### src/hdl/sbc_pkg.sv
// Package for the stereo bit crusher: sizes, register indexes, sequencer
// states and the control bundle passed from the sequencer to the datapath.
// No dependencies.
package sbc_pkg;

	localparam int SAMPLE_WIDTH    = 16;
	localparam int PHASE_FRAC_BITS = 16;
	localparam int CTRL_WIDTH      = 16;   // drive and mix, Q0.16
	localparam int DEPTH_WIDTH     = 5;
	localparam int GAIN_WIDTH      = CTRL_WIDTH + 2;   // 1 + 3*drive, Q2.16
	localparam int OPA_WIDTH       = SAMPLE_WIDTH + 1; // sample or difference
	localparam int OPB_WIDTH       = GAIN_WIDTH + 1;   // signed view of gain/mix
	localparam int PROD_WIDTH      = OPA_WIDTH + OPB_WIDTH;
	localparam int QUOT_WIDTH      = PROD_WIDTH - CTRL_WIDTH;
	localparam int SHIFT_WIDTH     = 6;
	localparam int QBITS_MAX       = (SAMPLE_WIDTH < 16) ? SAMPLE_WIDTH : 16;
	localparam int CFG_WIDTH       = (PHASE_FRAC_BITS + 1 > CTRL_WIDTH) ?
	                                 PHASE_FRAC_BITS + 1 : CTRL_WIDTH;
	localparam int CFG_IDX_WIDTH   = 2;

	typedef enum logic [CFG_IDX_WIDTH-1:0] {
		CFG_BIT_DEPTH  = 2'd0,
		CFG_PHASE_STEP = 2'd1,
		CFG_DRIVE      = 2'd2,
		CFG_MIX        = 2'd3
	} cfg_idx_t;

	typedef enum logic [3:0] {
		ST_IDLE,
		ST_MUL_L,
		ST_CRUSH_L,
		ST_MUL_R,
		ST_CRUSH_R,
		ST_FADE_L,
		ST_FIN_L,
		ST_FADE_R,
		ST_FIN_R
	} sbc_state_t;

	typedef enum logic [1:0] {
		OP_DRIVE_L,
		OP_DRIVE_R,
		OP_FADE_L,
		OP_FADE_R
	} mul_op_t;

	typedef struct packed {
		logic    mul_en;
		mul_op_t mul_op;
		logic    crush_l;
		logic    crush_r;
		logic    fin_l;
		logic    fin_r;
	} sbc_ctrl_t;

endpackage

### src/hdl/sbc_mul.sv
// Shared signed multiplier with a registered product.
// Depends on sbc_pkg.
module sbc_mul (
	input  logic                                 clk,
	input  logic                                 en,
	input  logic signed [sbc_pkg::OPA_WIDTH-1:0]  a,
	input  logic signed [sbc_pkg::OPB_WIDTH-1:0]  b,
	output logic signed [sbc_pkg::PROD_WIDTH-1:0] prod
);
	import sbc_pkg::*;

	logic signed [PROD_WIDTH-1:0] prod_q;

	always_ff @(posedge clk) begin
		if (en) begin
			prod_q <= a * b;
		end
	end

	assign prod = prod_q;

endmodule

### src/hdl/sbc_seq.sv
// Sequencer: walks one stereo pair through the shared multiplier and the
// crush / crossfade steps. Depends on sbc_pkg.
module sbc_seq (
	input  logic               clk,
	input  logic               arst_n,
	input  logic               in_valid,
	input  logic               out_free,
	output logic               busy,
	output sbc_pkg::sbc_ctrl_t ctrl
);
	import sbc_pkg::*;

	sbc_state_t state_q, state_nxt;

	always_ff @(posedge clk or negedge arst_n) begin
		if (!arst_n) begin
			state_q <= ST_IDLE;
		end else begin
			state_q <= state_nxt;
		end
	end

	always_comb begin
		state_nxt = state_q;
		case (state_q)
			ST_IDLE:    if (in_valid) state_nxt = ST_MUL_L;
			ST_MUL_L:   state_nxt = ST_CRUSH_L;
			ST_CRUSH_L: state_nxt = ST_MUL_R;
			ST_MUL_R:   state_nxt = ST_CRUSH_R;
			ST_CRUSH_R: state_nxt = ST_FADE_L;
			ST_FADE_L:  state_nxt = ST_FIN_L;
			ST_FIN_L:   state_nxt = ST_FADE_R;
			ST_FADE_R:  state_nxt = ST_FIN_R;
			ST_FIN_R:   if (out_free) state_nxt = ST_IDLE;
			default:    state_nxt = ST_IDLE;
		endcase
	end

	always_comb begin
		ctrl = '0;
		ctrl.mul_op = OP_DRIVE_L;
		busy = (state_q != ST_IDLE);
		case (state_q)
			ST_MUL_L: begin
				ctrl.mul_en = 1'b1;
				ctrl.mul_op = OP_DRIVE_L;
			end
			ST_CRUSH_L: ctrl.crush_l = 1'b1;
			ST_MUL_R: begin
				ctrl.mul_en = 1'b1;
				ctrl.mul_op = OP_DRIVE_R;
			end
			ST_CRUSH_R: ctrl.crush_r = 1'b1;
			ST_FADE_L: begin
				ctrl.mul_en = 1'b1;
				ctrl.mul_op = OP_FADE_L;
			end
			ST_FIN_L: ctrl.fin_l = 1'b1;
			ST_FADE_R: begin
				ctrl.mul_en = 1'b1;
				ctrl.mul_op = OP_FADE_R;
			end
			ST_FIN_R: ctrl.fin_r = out_free;
			default: ctrl.mul_en = 1'b0;
		endcase
	end

endmodule

### src/hdl/stereo_bitcrusher_top.sv
// Stereo bit crusher top level: config registers, phase accumulator, hold
// registers, crush and crossfade datapath, output register.
// Depends on sbc_pkg, sbc_mul and sbc_seq.
//
// Usage
//  - Input beat: left_in / right_in (signed Q1.15) taken when in_valid is high
//    and in_stall low. in_stall is high while a pair is being worked on.
//  - Output beat: left_out / right_out held in an output register, offered
//    with out_valid until taken (out_valid high, out_stall low).
//  - Result registered after eight sequencer steps following acceptance; a
//    new pair is accepted only once the sequencer is back in idle. The
//    shared multiplier runs four times (drive L/R, fade L/R), each run
//    followed by one step that consumes its product.
//  - A new pair is accepted as soon as the sequencer is idle, even while the
//    previous result still waits in the output register. If the receiver
//    stalls, the last sequencer step waits for the output register to free.
//  - Reset (arst_n low) clears phase, held samples and the output valid, and
//    loads bit_depth 16, phase_step 1.0, drive 0, mix 65535.
//  - Config writes (cfg_we, cfg_index, cfg_data) take effect at once and are
//    expected only while the block is idle.
module stereo_bitcrusher_top (
	input  logic                                   clk,
	input  logic                                   arst_n,
	input  logic                                   in_valid,
	output logic                                   in_stall,
	input  logic signed [sbc_pkg::SAMPLE_WIDTH-1:0] left_in,
	input  logic signed [sbc_pkg::SAMPLE_WIDTH-1:0] right_in,
	output logic                                   out_valid,
	input  logic                                   out_stall,
	output logic signed [sbc_pkg::SAMPLE_WIDTH-1:0] left_out,
	output logic signed [sbc_pkg::SAMPLE_WIDTH-1:0] right_out,
	input  logic                                   cfg_we,
	input  logic [sbc_pkg::CFG_IDX_WIDTH-1:0]       cfg_index,
	input  logic [sbc_pkg::CFG_WIDTH-1:0]           cfg_data
);
	import sbc_pkg::*;

	localparam logic [PHASE_FRAC_BITS:0] PHASE_ONE = (PHASE_FRAC_BITS+1)'(1) << PHASE_FRAC_BITS;
	localparam logic signed [SAMPLE_WIDTH-1:0] SMAX = {1'b0, {(SAMPLE_WIDTH-1){1'b1}}};
	localparam logic signed [SAMPLE_WIDTH-1:0] SMIN = {1'b1, {(SAMPLE_WIDTH-1){1'b0}}};

	// Config registers; gain is precomputed on a drive write
	logic [DEPTH_WIDTH-1:0]     bit_depth_q;
	logic [PHASE_FRAC_BITS:0]   phase_step_q;
	logic [CTRL_WIDTH-1:0]      mix_q;
	logic [GAIN_WIDTH-1:0]      gain_q;
	logic [CTRL_WIDTH-1:0]      drive_w;
	logic [GAIN_WIDTH-1:0]      gain_w;

	always_comb begin
		drive_w = cfg_data[CTRL_WIDTH-1:0];
		gain_w  = (GAIN_WIDTH'(1) << CTRL_WIDTH) + GAIN_WIDTH'(drive_w)
		        + (GAIN_WIDTH'(drive_w) << 1);
	end

	always_ff @(posedge clk or negedge arst_n) begin
		if (!arst_n) begin
			bit_depth_q  <= DEPTH_WIDTH'(16);
			phase_step_q <= PHASE_ONE;
			gain_q       <= GAIN_WIDTH'(1) << CTRL_WIDTH;
			mix_q        <= '1;
		end else if (cfg_we) begin
			case (cfg_idx_t'(cfg_index))
				CFG_BIT_DEPTH:  bit_depth_q  <= cfg_data[DEPTH_WIDTH-1:0];
				CFG_PHASE_STEP: phase_step_q <= cfg_data[PHASE_FRAC_BITS:0];
				CFG_DRIVE:      gain_q       <= gain_w;
				CFG_MIX:        mix_q        <= cfg_data[CTRL_WIDTH-1:0];
				default:        mix_q        <= mix_q;
			endcase
		end
	end

	// Sequencer
	sbc_ctrl_t ctrl;
	logic      busy;
	logic      out_free;
	logic      in_acc;

	assign out_free = !out_valid || !out_stall;
	assign in_stall = busy;
	assign in_acc   = in_valid && !busy;

	sbc_seq u_seq (
		.clk      (clk),
		.arst_n   (arst_n),
		.in_valid (in_valid),
		.out_free (out_free),
		.busy     (busy),
		.ctrl     (ctrl)
	);

	// Input capture and phase accumulator (step saturates at 1.0)
	logic signed [SAMPLE_WIDTH-1:0] left_q, right_q;
	logic [PHASE_FRAC_BITS-1:0]     phase_q;
	logic                           hold_q;
	logic [PHASE_FRAC_BITS:0]       step_eff;
	logic [PHASE_FRAC_BITS:0]       phase_sum;

	assign step_eff  = (phase_step_q > PHASE_ONE) ? PHASE_ONE : phase_step_q;
	assign phase_sum = {1'b0, phase_q} + step_eff;

	always_ff @(posedge clk) begin
		if (in_acc) begin
			left_q  <= left_in;
			right_q <= right_in;
		end
	end

	always_ff @(posedge clk or negedge arst_n) begin
		if (!arst_n) begin
			phase_q <= '0;
			hold_q  <= 1'b0;
		end else if (in_acc) begin
			phase_q <= phase_sum[PHASE_FRAC_BITS-1:0];
			hold_q  <= phase_sum[PHASE_FRAC_BITS];
		end
	end

	// Shared multiplier operand selection
	logic signed [SAMPLE_WIDTH-1:0] held_left_q, held_right_q;
	logic signed [OPA_WIDTH-1:0]    op_a;
	logic signed [OPB_WIDTH-1:0]    op_b;
	logic signed [PROD_WIDTH-1:0]   prod;

	always_comb begin
		case (ctrl.mul_op)
			OP_DRIVE_L: begin
				op_a = OPA_WIDTH'(left_q);
				op_b = $signed({1'b0, gain_q});
			end
			OP_DRIVE_R: begin
				op_a = OPA_WIDTH'(right_q);
				op_b = $signed({1'b0, gain_q});
			end
			OP_FADE_L: begin
				op_a = OPA_WIDTH'(held_left_q) - OPA_WIDTH'(left_q);
				op_b = $signed(OPB_WIDTH'(mix_q));
			end
			OP_FADE_R: begin
				op_a = OPA_WIDTH'(held_right_q) - OPA_WIDTH'(right_q);
				op_b = $signed(OPB_WIDTH'(mix_q));
			end
			default: begin
				op_a = '0;
				op_b = '0;
			end
		endcase
	end

	sbc_mul u_mul (
		.clk  (clk),
		.en   (ctrl.mul_en),
		.a    (op_a),
		.b    (op_b),
		.prod (prod)
	);

	// Quantizer: round magnitude half away from zero to depth bits, saturate
	logic [DEPTH_WIDTH-1:0]         depth_eff;
	logic [SHIFT_WIDTH-1:0]         rnd_sh, lsb_sh;
	logic                           neg;
	logic [PROD_WIDTH-1:0]          mag, rnd_sum;
	logic [QUOT_WIDTH-1:0]          quot;
	logic                           big;
	logic signed [SAMPLE_WIDTH-1:0] crush_val;

	always_comb begin
		if (bit_depth_q == '0) begin
			depth_eff = DEPTH_WIDTH'(1);
		end else if (bit_depth_q > DEPTH_WIDTH'(QBITS_MAX)) begin
			depth_eff = DEPTH_WIDTH'(QBITS_MAX);
		end else begin
			depth_eff = bit_depth_q;
		end
		rnd_sh  = SHIFT_WIDTH'(SAMPLE_WIDTH + CTRL_WIDTH - 1) - SHIFT_WIDTH'(depth_eff);
		lsb_sh  = SHIFT_WIDTH'(SAMPLE_WIDTH) - SHIFT_WIDTH'(depth_eff);
		neg     = prod[PROD_WIDTH-1];
		mag     = neg ? PROD_WIDTH'(-prod) : PROD_WIDTH'(prod);
		rnd_sum = mag + (PROD_WIDTH'(1) << rnd_sh);
		quot    = rnd_sum[PROD_WIDTH-1:CTRL_WIDTH] & ({QUOT_WIDTH{1'b1}} << lsb_sh);
		big     = |quot[QUOT_WIDTH-1:SAMPLE_WIDTH-1];
		if (neg) begin
			crush_val = big ? SMIN : -$signed(quot[SAMPLE_WIDTH-1:0]);
		end else begin
			crush_val = big ? SMAX : $signed(quot[SAMPLE_WIDTH-1:0]);
		end
	end

	always_ff @(posedge clk or negedge arst_n) begin
		if (!arst_n) begin
			held_left_q  <= '0;
			held_right_q <= '0;
		end else begin
			if (ctrl.crush_l && hold_q) held_left_q <= crush_val;
			if (ctrl.crush_r && hold_q) held_right_q <= crush_val;
		end
	end

	// Crossfade: dry + floor((mix*(held-dry) + half) / 2^16), saturated
	logic signed [PROD_WIDTH-1:0]   fade_t, fade_sum;
	logic signed [SAMPLE_WIDTH-1:0] fade_dry, fade_val;

	always_comb begin
		fade_dry = ctrl.fin_l ? left_q : right_q;
		fade_t   = prod + PROD_WIDTH'(1 << (CTRL_WIDTH - 1));
		fade_sum = (fade_t >>> CTRL_WIDTH) + PROD_WIDTH'(fade_dry);
		if (fade_sum > PROD_WIDTH'(SMAX)) begin
			fade_val = SMAX;
		end else if (fade_sum < PROD_WIDTH'(SMIN)) begin
			fade_val = SMIN;
		end else begin
			fade_val = fade_sum[SAMPLE_WIDTH-1:0];
		end
	end

	// Left result waits until the right one is done, then both go out
	logic signed [SAMPLE_WIDTH-1:0] res_left_q;
	logic signed [SAMPLE_WIDTH-1:0] left_out_q, right_out_q;
	logic                           out_valid_q;

	always_ff @(posedge clk) begin
		if (ctrl.fin_l) res_left_q <= fade_val;
		if (ctrl.fin_r) begin
			left_out_q  <= res_left_q;
			right_out_q <= fade_val;
		end
	end

	always_ff @(posedge clk or negedge arst_n) begin
		if (!arst_n) begin
			out_valid_q <= 1'b0;
		end else if (ctrl.fin_r) begin
			out_valid_q <= 1'b1;
		end else if (!out_stall) begin
			out_valid_q <= 1'b0;
		end
	end

	assign out_valid = out_valid_q;
	assign left_out  = left_out_q;
	assign right_out = right_out_q;

	// A fresh result only ever comes from the last sequencer step
	a_out_from_fin: assert property (@(posedge clk) disable iff (!arst_n)
		$rose(out_valid_q) |-> $past(ctrl.fin_r))
		else $error("out_valid rose without final step");

	// An accepted pair starts the drive multiply on the next cycle
	a_acc_starts: assert property (@(posedge clk) disable iff (!arst_n)
		in_acc |=> (ctrl.mul_en && ctrl.mul_op == OP_DRIVE_L))
		else $error("accepted pair did not start the sequence");

	// Held samples change only in their crush step
	a_held_l: assert property (@(posedge clk) disable iff (!arst_n)
		!ctrl.crush_l |=> $stable(held_left_q))
		else $error("held_left changed outside crush step");

	a_held_r: assert property (@(posedge clk) disable iff (!arst_n)
		!ctrl.crush_r |=> $stable(held_right_q))
		else $error("held_right changed outside crush step");

endmodule
### config.mk
export PLATFORM = sky130hd
export DESIGN_NAME = stereo_bitcrusher_top
export DESIGN_NICKNAME = d
export VERILOG_FILES = /design/src/hdl/sbc_pkg.sv /design/src/hdl/sbc_mul.sv /design/src/hdl/sbc_seq.sv /design/src/hdl/stereo_bitcrusher_top.sv
export SDC_FILE = /design/constraint.sdc
export NUM_CORES = 1
export LEC_CHECK = 0
export ABC_CLOCK_PERIOD_IN_PS = 13580
export BUFFER_PORTS_ARGS = -buffer_cell sky130_fd_sc_hd__buf_2
export CAP_MARGIN = 15
export CORE_MARGIN = 8
export CORE_UTILIZATION = 60
export DETAILED_ROUTE_END_ITERATION = 10
export PLACE_DENSITY_LB_ADDON = 0.1
export SLEW_MARGIN = 20
export SYNTH_ARGS = -nofsm -noshare
export SYNTH_HDL_FRONTEND = slang
export SYNTH_HIERARCHICAL = 1
export SYNTH_SLANG_ARGS = --single-unit
### constraint.sdc
create_clock -name clk -period 13.58 [get_ports clk]
set_clock_uncertainty 0.2 [all_clocks]
set_input_delay 0 -clock clk [delete_from_list [all_inputs] [get_ports clk]]
set_output_delay 0 -clock clk [all_outputs]
set_load 0.01 [all_outputs]
# --- Word level (Yosys, flattened, before mapping) ---
# Cells that the tools add are included.
totals:
  register_bits: 226
  inputBits: 56
  out_inout_bits: 34
  word_cells: 97
op_classes:
  addsub: 12
  n_mul: 1
  n_lt_le_gt_ge: 4
  n_eq_ne: 17
  shift: 2
  muxes: 23
  n_bitwise: 1
  n_reduce_logical: 21
ops:
  columns: ["cell", "n"]
  rows:
  - ["$mux 16", 6]
  - ["$pmux 17 s4", 1]
  - ["$pmux 19 s2", 1]
  - ["$add 36x17->36 const B", 1]
  - ["$add 36x36->36", 1]
  - ["$mul 17x19->36", 1]
  - ["$mux 36", 1]
  - ["$neg 36->36", 1]
  - ["$pmux 4 s9", 1]
  - ["$shl 1x6->36 const A", 1]
  - ["$sub 16x16->17", 2]
  - ["$add 20x16->21", 1]
  - ["$gt 21x16->1 const B", 1]
  - ["$lt 21x16->1 const B", 1]
  - ["$and 20x20->20", 1]
  - ["$shl 20x6->20 const A", 1]
  - ["$add 17x16->18 const A", 1]
  - ["$add 18x17->18", 1]
  - ["$add 16x17->17", 1]
  - ["$gt 17x17->1 const B", 1]
  - ["$mux 17", 1]
  - ["$eq 4x3->1 const B", 4]
  - ["$neg 16->16", 1]
  - ["$sub 5x5->6 const A", 2]
  - ["23 further kinds", 47]

# --- Depth between registers and ports, before layout ---
depth:
  ltp_word: 10
  depth_mapped: 37
  ltp_nobuf: 36

# --- By module ---
# Netlist, hierarchy kept.
by_module_without_submodules:
  columns: ["mod", "n_inst", "cells_per_inst", "area_per_inst_um2", "seq_area_each_um2"]
  rows:
  - ["stereo_bitcrusher_top", 1, 1587, 14672.8, 5078.6]
  - ["sbc_mul", 1, 1405, 13264.0, 1081.0]
  - ["sbc_seq", 1, 28, 256.5, 100.1]

# --- Worst setup path before layout ---
# No wires, ideal clock.
synth_path:
  path_kind: "reg-to-reg"
  startpoint: "reg u_seq.state_q[3]"
  endpoint: "reg u_mul.prod_q[35] (netlist: u_mul/prod[35]) (data pin)"
  setup_ps: 261
  arrival_ps: 9180
  required_time_ps: 13119
  path_slack_ps: 3939
  stages_incl_launch_ff: 31
  path_buffers: 5
  synth_period_minus_slack_ps: 9641
  cell_sequence: "dfrtp_1 -> clkbuf_2 -> nor2b_1 -> and2_1 -> clkbuf_1 -> clkbuf_1 -> mux4_2 -> clkbuf_1 -> clkbuf_1 -> nand2_1 -> fa_1 -> inv_1 -> fa_1 -> inv_1 -> fa_1 -> inv_1 -> fa_1 -> fa_1 -> inv_1 -> fa_1 -> inv_1 -> ha_1 -> a21oi_1 -> nand2_1 -> a221oi_1 -> a21oi_1 -> o21ai_0 -> a21oi_1 -> o221ai_1 -> o21ai_0 -> xnor2_1"
synth_rtl:
  columns: ["item", "line", "source"]
  rows:
  - ["start, declared", "sbc_seq.sv:13", "sbc_state_t state_q, state_nxt;"]
  - ["start signal, assigned", "sbc_seq.sv:19", "state_q <= state_nxt;"]
  - ["end signal, assigned", "sbc_mul.sv:16", "prod_q <= a * b;"]
  - ["end, declared", "sbc_mul.sv:12", "logic signed [PROD_WIDTH-1:0] prod_q;"]

# --- Final worst setup path ---
layout_path:
  startpoint: "reg held_right_q[0]"
  endpoint: "reg u_mul.prod_q[32] (netlist: u_mul/prod[32]) (data pin)"
layout_between:
  elab_chain_len: 3
layout_lines:
  columns: ["item", "line", "source"]
  rows:
  - ["start, declared", "stereo_bitcrusher_top.sv:120", "logic signed [SAMPLE_WIDTH-1:0] held_left_q, held_right_q;"]
  - ["start signal, assigned", "stereo_bitcrusher_top.sv:195", "if (ctrl.crush_r && hold_q) held_right_q <= crush_val;"]
  - ["$sub 16x16->17", "stereo_bitcrusher_top.sv:140", "op_a = OPA_WIDTH'(held_right_q) - OPA_WIDTH'(right_q);"]
  - ["$pmux 17 s4", "stereo_bitcrusher_top.sv:126", "case (ctrl.mul_op)"]
  - ["named net op_a[16]", "stereo_bitcrusher_top.sv:121", "logic signed [OPA_WIDTH-1:0] op_a;"]
  - ["$mul 17x19->36", "sbc_mul.sv:16", null]
# The timed path passes the listed nets, and every way through them passes these cells.
# A chain may end at the register's enable or synchronous reset.

==> results.json <==
{
  "status": "finished clean",
  "synth-seq-cells": 226,
  "die_h_um": 233,
  "r2r_start": "held_right_q[0]",
  "synth_cell_types": 102,
  "crit_slowest_cell": "clkinv_1",
  "io_buffers": 89,
  "clockBufferDepth": 3,
  "drive_gt1_share_pct": 9.28,
  "slew_headroom_pct": 29.5,
  "synth_edf_count": 116,
  "endpoint_kind": "flip-flop",
  "worst_pin_slew_ns": 1.06,
  "tns_ns": 0,
  "yosys.area.top_type": "fa_1",
  "rsz0062_at_grt": "no",
  "area_delta_synth_final_pct": 10.2,
  "avgSynthCellArea_um2": 9.34,
  "finalHoldViolations": 0,
  "fillers": 3736,
  "path_clk_slew_ns": 0.06,
  "die_w_um": 233,
  "track_usage_pct": 27.6,
  "coreArea_um2": 46500,
  "grt_pass1_wl_um": 119000,
  "cts_made_buffers": 27,
  "worstSkewPairLatency_ns": 0.57,
  "synth_top_area_share_pct": 23.5,
  "yosysMostFrequentCell": "inv_1",
  "ys_seq_area_share_pct": 22.2,
  "crit_arrival_ns": 10.32,
  "cts_sinks": 226,
  "final_area_um2": 31100,
  "largest_reg_flops": 36,
  "ant_nets": 0,
  "grt_max_degree": 61,
  "layout_min_cycle_time_ns": 10.22,
  "antenna_found_initial": 1,
  "htree_levels": 1,
  "max_stage_delay_ns": 0.69,
  "netlist_area_um2": 28200,
  "gp_congestion": 0.934,
  "wl_per_cell_um": 19.5,
  "dp_hpwl_um": 58200,
  "nets": 3761,
  "first_pass_iters": 5,
  "vias_per_cell": 5.81,
  "maxCapViolCount": 0,
  "crit_path_start_kind": "flip-flop",
  "cts_tree": "done",
  "netlist_top_cells_count": "inv_1 (480), fa_1 (331), nand2_1 (318)",
  "first_iter_violations": 1588,
  "hold_ws_ns": 0.0624,
  "start_util_pct": 60.7,
  "placed_area_um2": 29200,
  "grt_overflow": 0,
  "hold_start": "cfg_data[16]",
  "ys_top_cells_by_area": "fa_1 (24%), edfxtp_1 (12%), ha_1 (9.6%), dfrtp_1 (8.1%), inv_1 (6.4%)",
  "cts_hold_buf": 93,
  "finalCritPeriodShare_pct": 75.3,
  "max_freq_mhz": 97.8,
  "synth_cells": 3020,
  "post_cts_resized": 0,
  "post_cts_buffers": 0,
  "async_flop_share_pct": 48.7,
  "dieArea_um2": 54200,
  "drc": 0,
  "rows": 79,
  "num_vias": 21997,
  "yosysWarnings": 6,
  "root_buffer": "clkbuf_16",
  "drv_slew": 0,
  "hold_class": "primary input to flip-flop",
  "setup_viol": 0,
  "ioPinCount": 90,
  "cp_max_fo": 17,
  "required_ns": 13.68,
  "first_global_vias": 23036,
  "critical_path.most_common_cell": "fa_1",
  "routed_wl_um": 73700,
  "startpoint": "held_right_q[0]",
  "ys.flop_type": "edfxtp_1",
  "worstSetupPathType": "flip-flop to flip-flop"
}
## placed cells by master (no fill, tap or decap), types with 25 or more instances in the layout
cell / instances
o21ai_1: 25
nor2b_1: 37
a21oi_1: 124
xnor2_1: 113
o21ai_0: 110
edfxtp_1: 116
xor2_1: 36
a21o_1: 50
dfrtp_1: 91
ha_1: 216
clkbuf_16: 27
nand2b_1: 31
inv_1: 480
mux2_2: 70
buf_2: 88
nand3_1: 54
nand2_1: 318
fa_1: 331
nor3_1: 48
nor2_1: 119
dlygate4sd3_1: 92
and2_1: 185
## final cells by class
type                       count  area, um^2  area share (%)
sequential                   226        6260            20.1
clock inverter                19         201           0.648
timing repair buffer         198        1540            4.95
inverter                     482        1810            5.82
clock buffer                  31         701            2.26
multi-input combinational   2223       19800            63.7
tap                          607         759            2.44
antenna                        3        7.51          0.0242
## cell families (layout without fill, tap and decap cells)
logic type               Yosys count  after routing  share of synthesized area [%]
AND/OR/NAND/NOR                  922            922                           16.5
buffers and inverters            588            730                           7.90
adder cells (fa/ha/maj)          547            547                           33.1
AO/OA/AOI/OAI                    494            494                           11.5
flip-flops                       226            226                           22.2
XOR/XNOR                         150            150                           4.69
multiplexers                      92             92                           4.10
other                              1             21                         0.0133
## per-stage QoR
stage,util (%),std cells,worst slack (ns)
final,66.9,3789,3.36
after global routing,66.9,3787,2.74
after CTS,66.8,3785,3.38
after detailed placement,62.8,3642,3.39
after global placement,62.8,3642,3.62
after floorplan,-,3037,3.94
## worst max-delay path: cells and delay by family, from the launching register on
kind,cells,cell delay [ns]
buffers and inverters,5,0.91
DFF,1,0.38
adders and majority gates,9,3.98
AOI/OAI and AO/OA,18,4.02
and+or+nand+nor,2,0.46
## worst paths after layout
kind | to | slack, ns | cells past startpoint
max | u_mul/prod[32] | 3.36 | 34
min | phase_step_q[16] | 0.06 | 3
max reg2reg | u_mul/prod[32] | 3.36 | 34
min reg2reg | left_out[3] | 0.22 | 0
max in group asynchronous | gain_q[15] | 12.11 | 4
min in group asynchronous | phase_q[6] | 0.35 | 4
## per-layer routing
layer / up-vias / global-route usage (%) / routed length [um]
met5: - / 0 / 0
met4: 0 / 8.02 / 1920
met3: 123 / 4.62 / 4850
met2: 727 / 46.5 / 35100
met1: 10902 / 36.4 / 31800
li1: 10245 / - / -
Power is left out: the tool's default activity adds up to more than one toggle a clock period on the data nets, which glitch-free logic cannot reach.
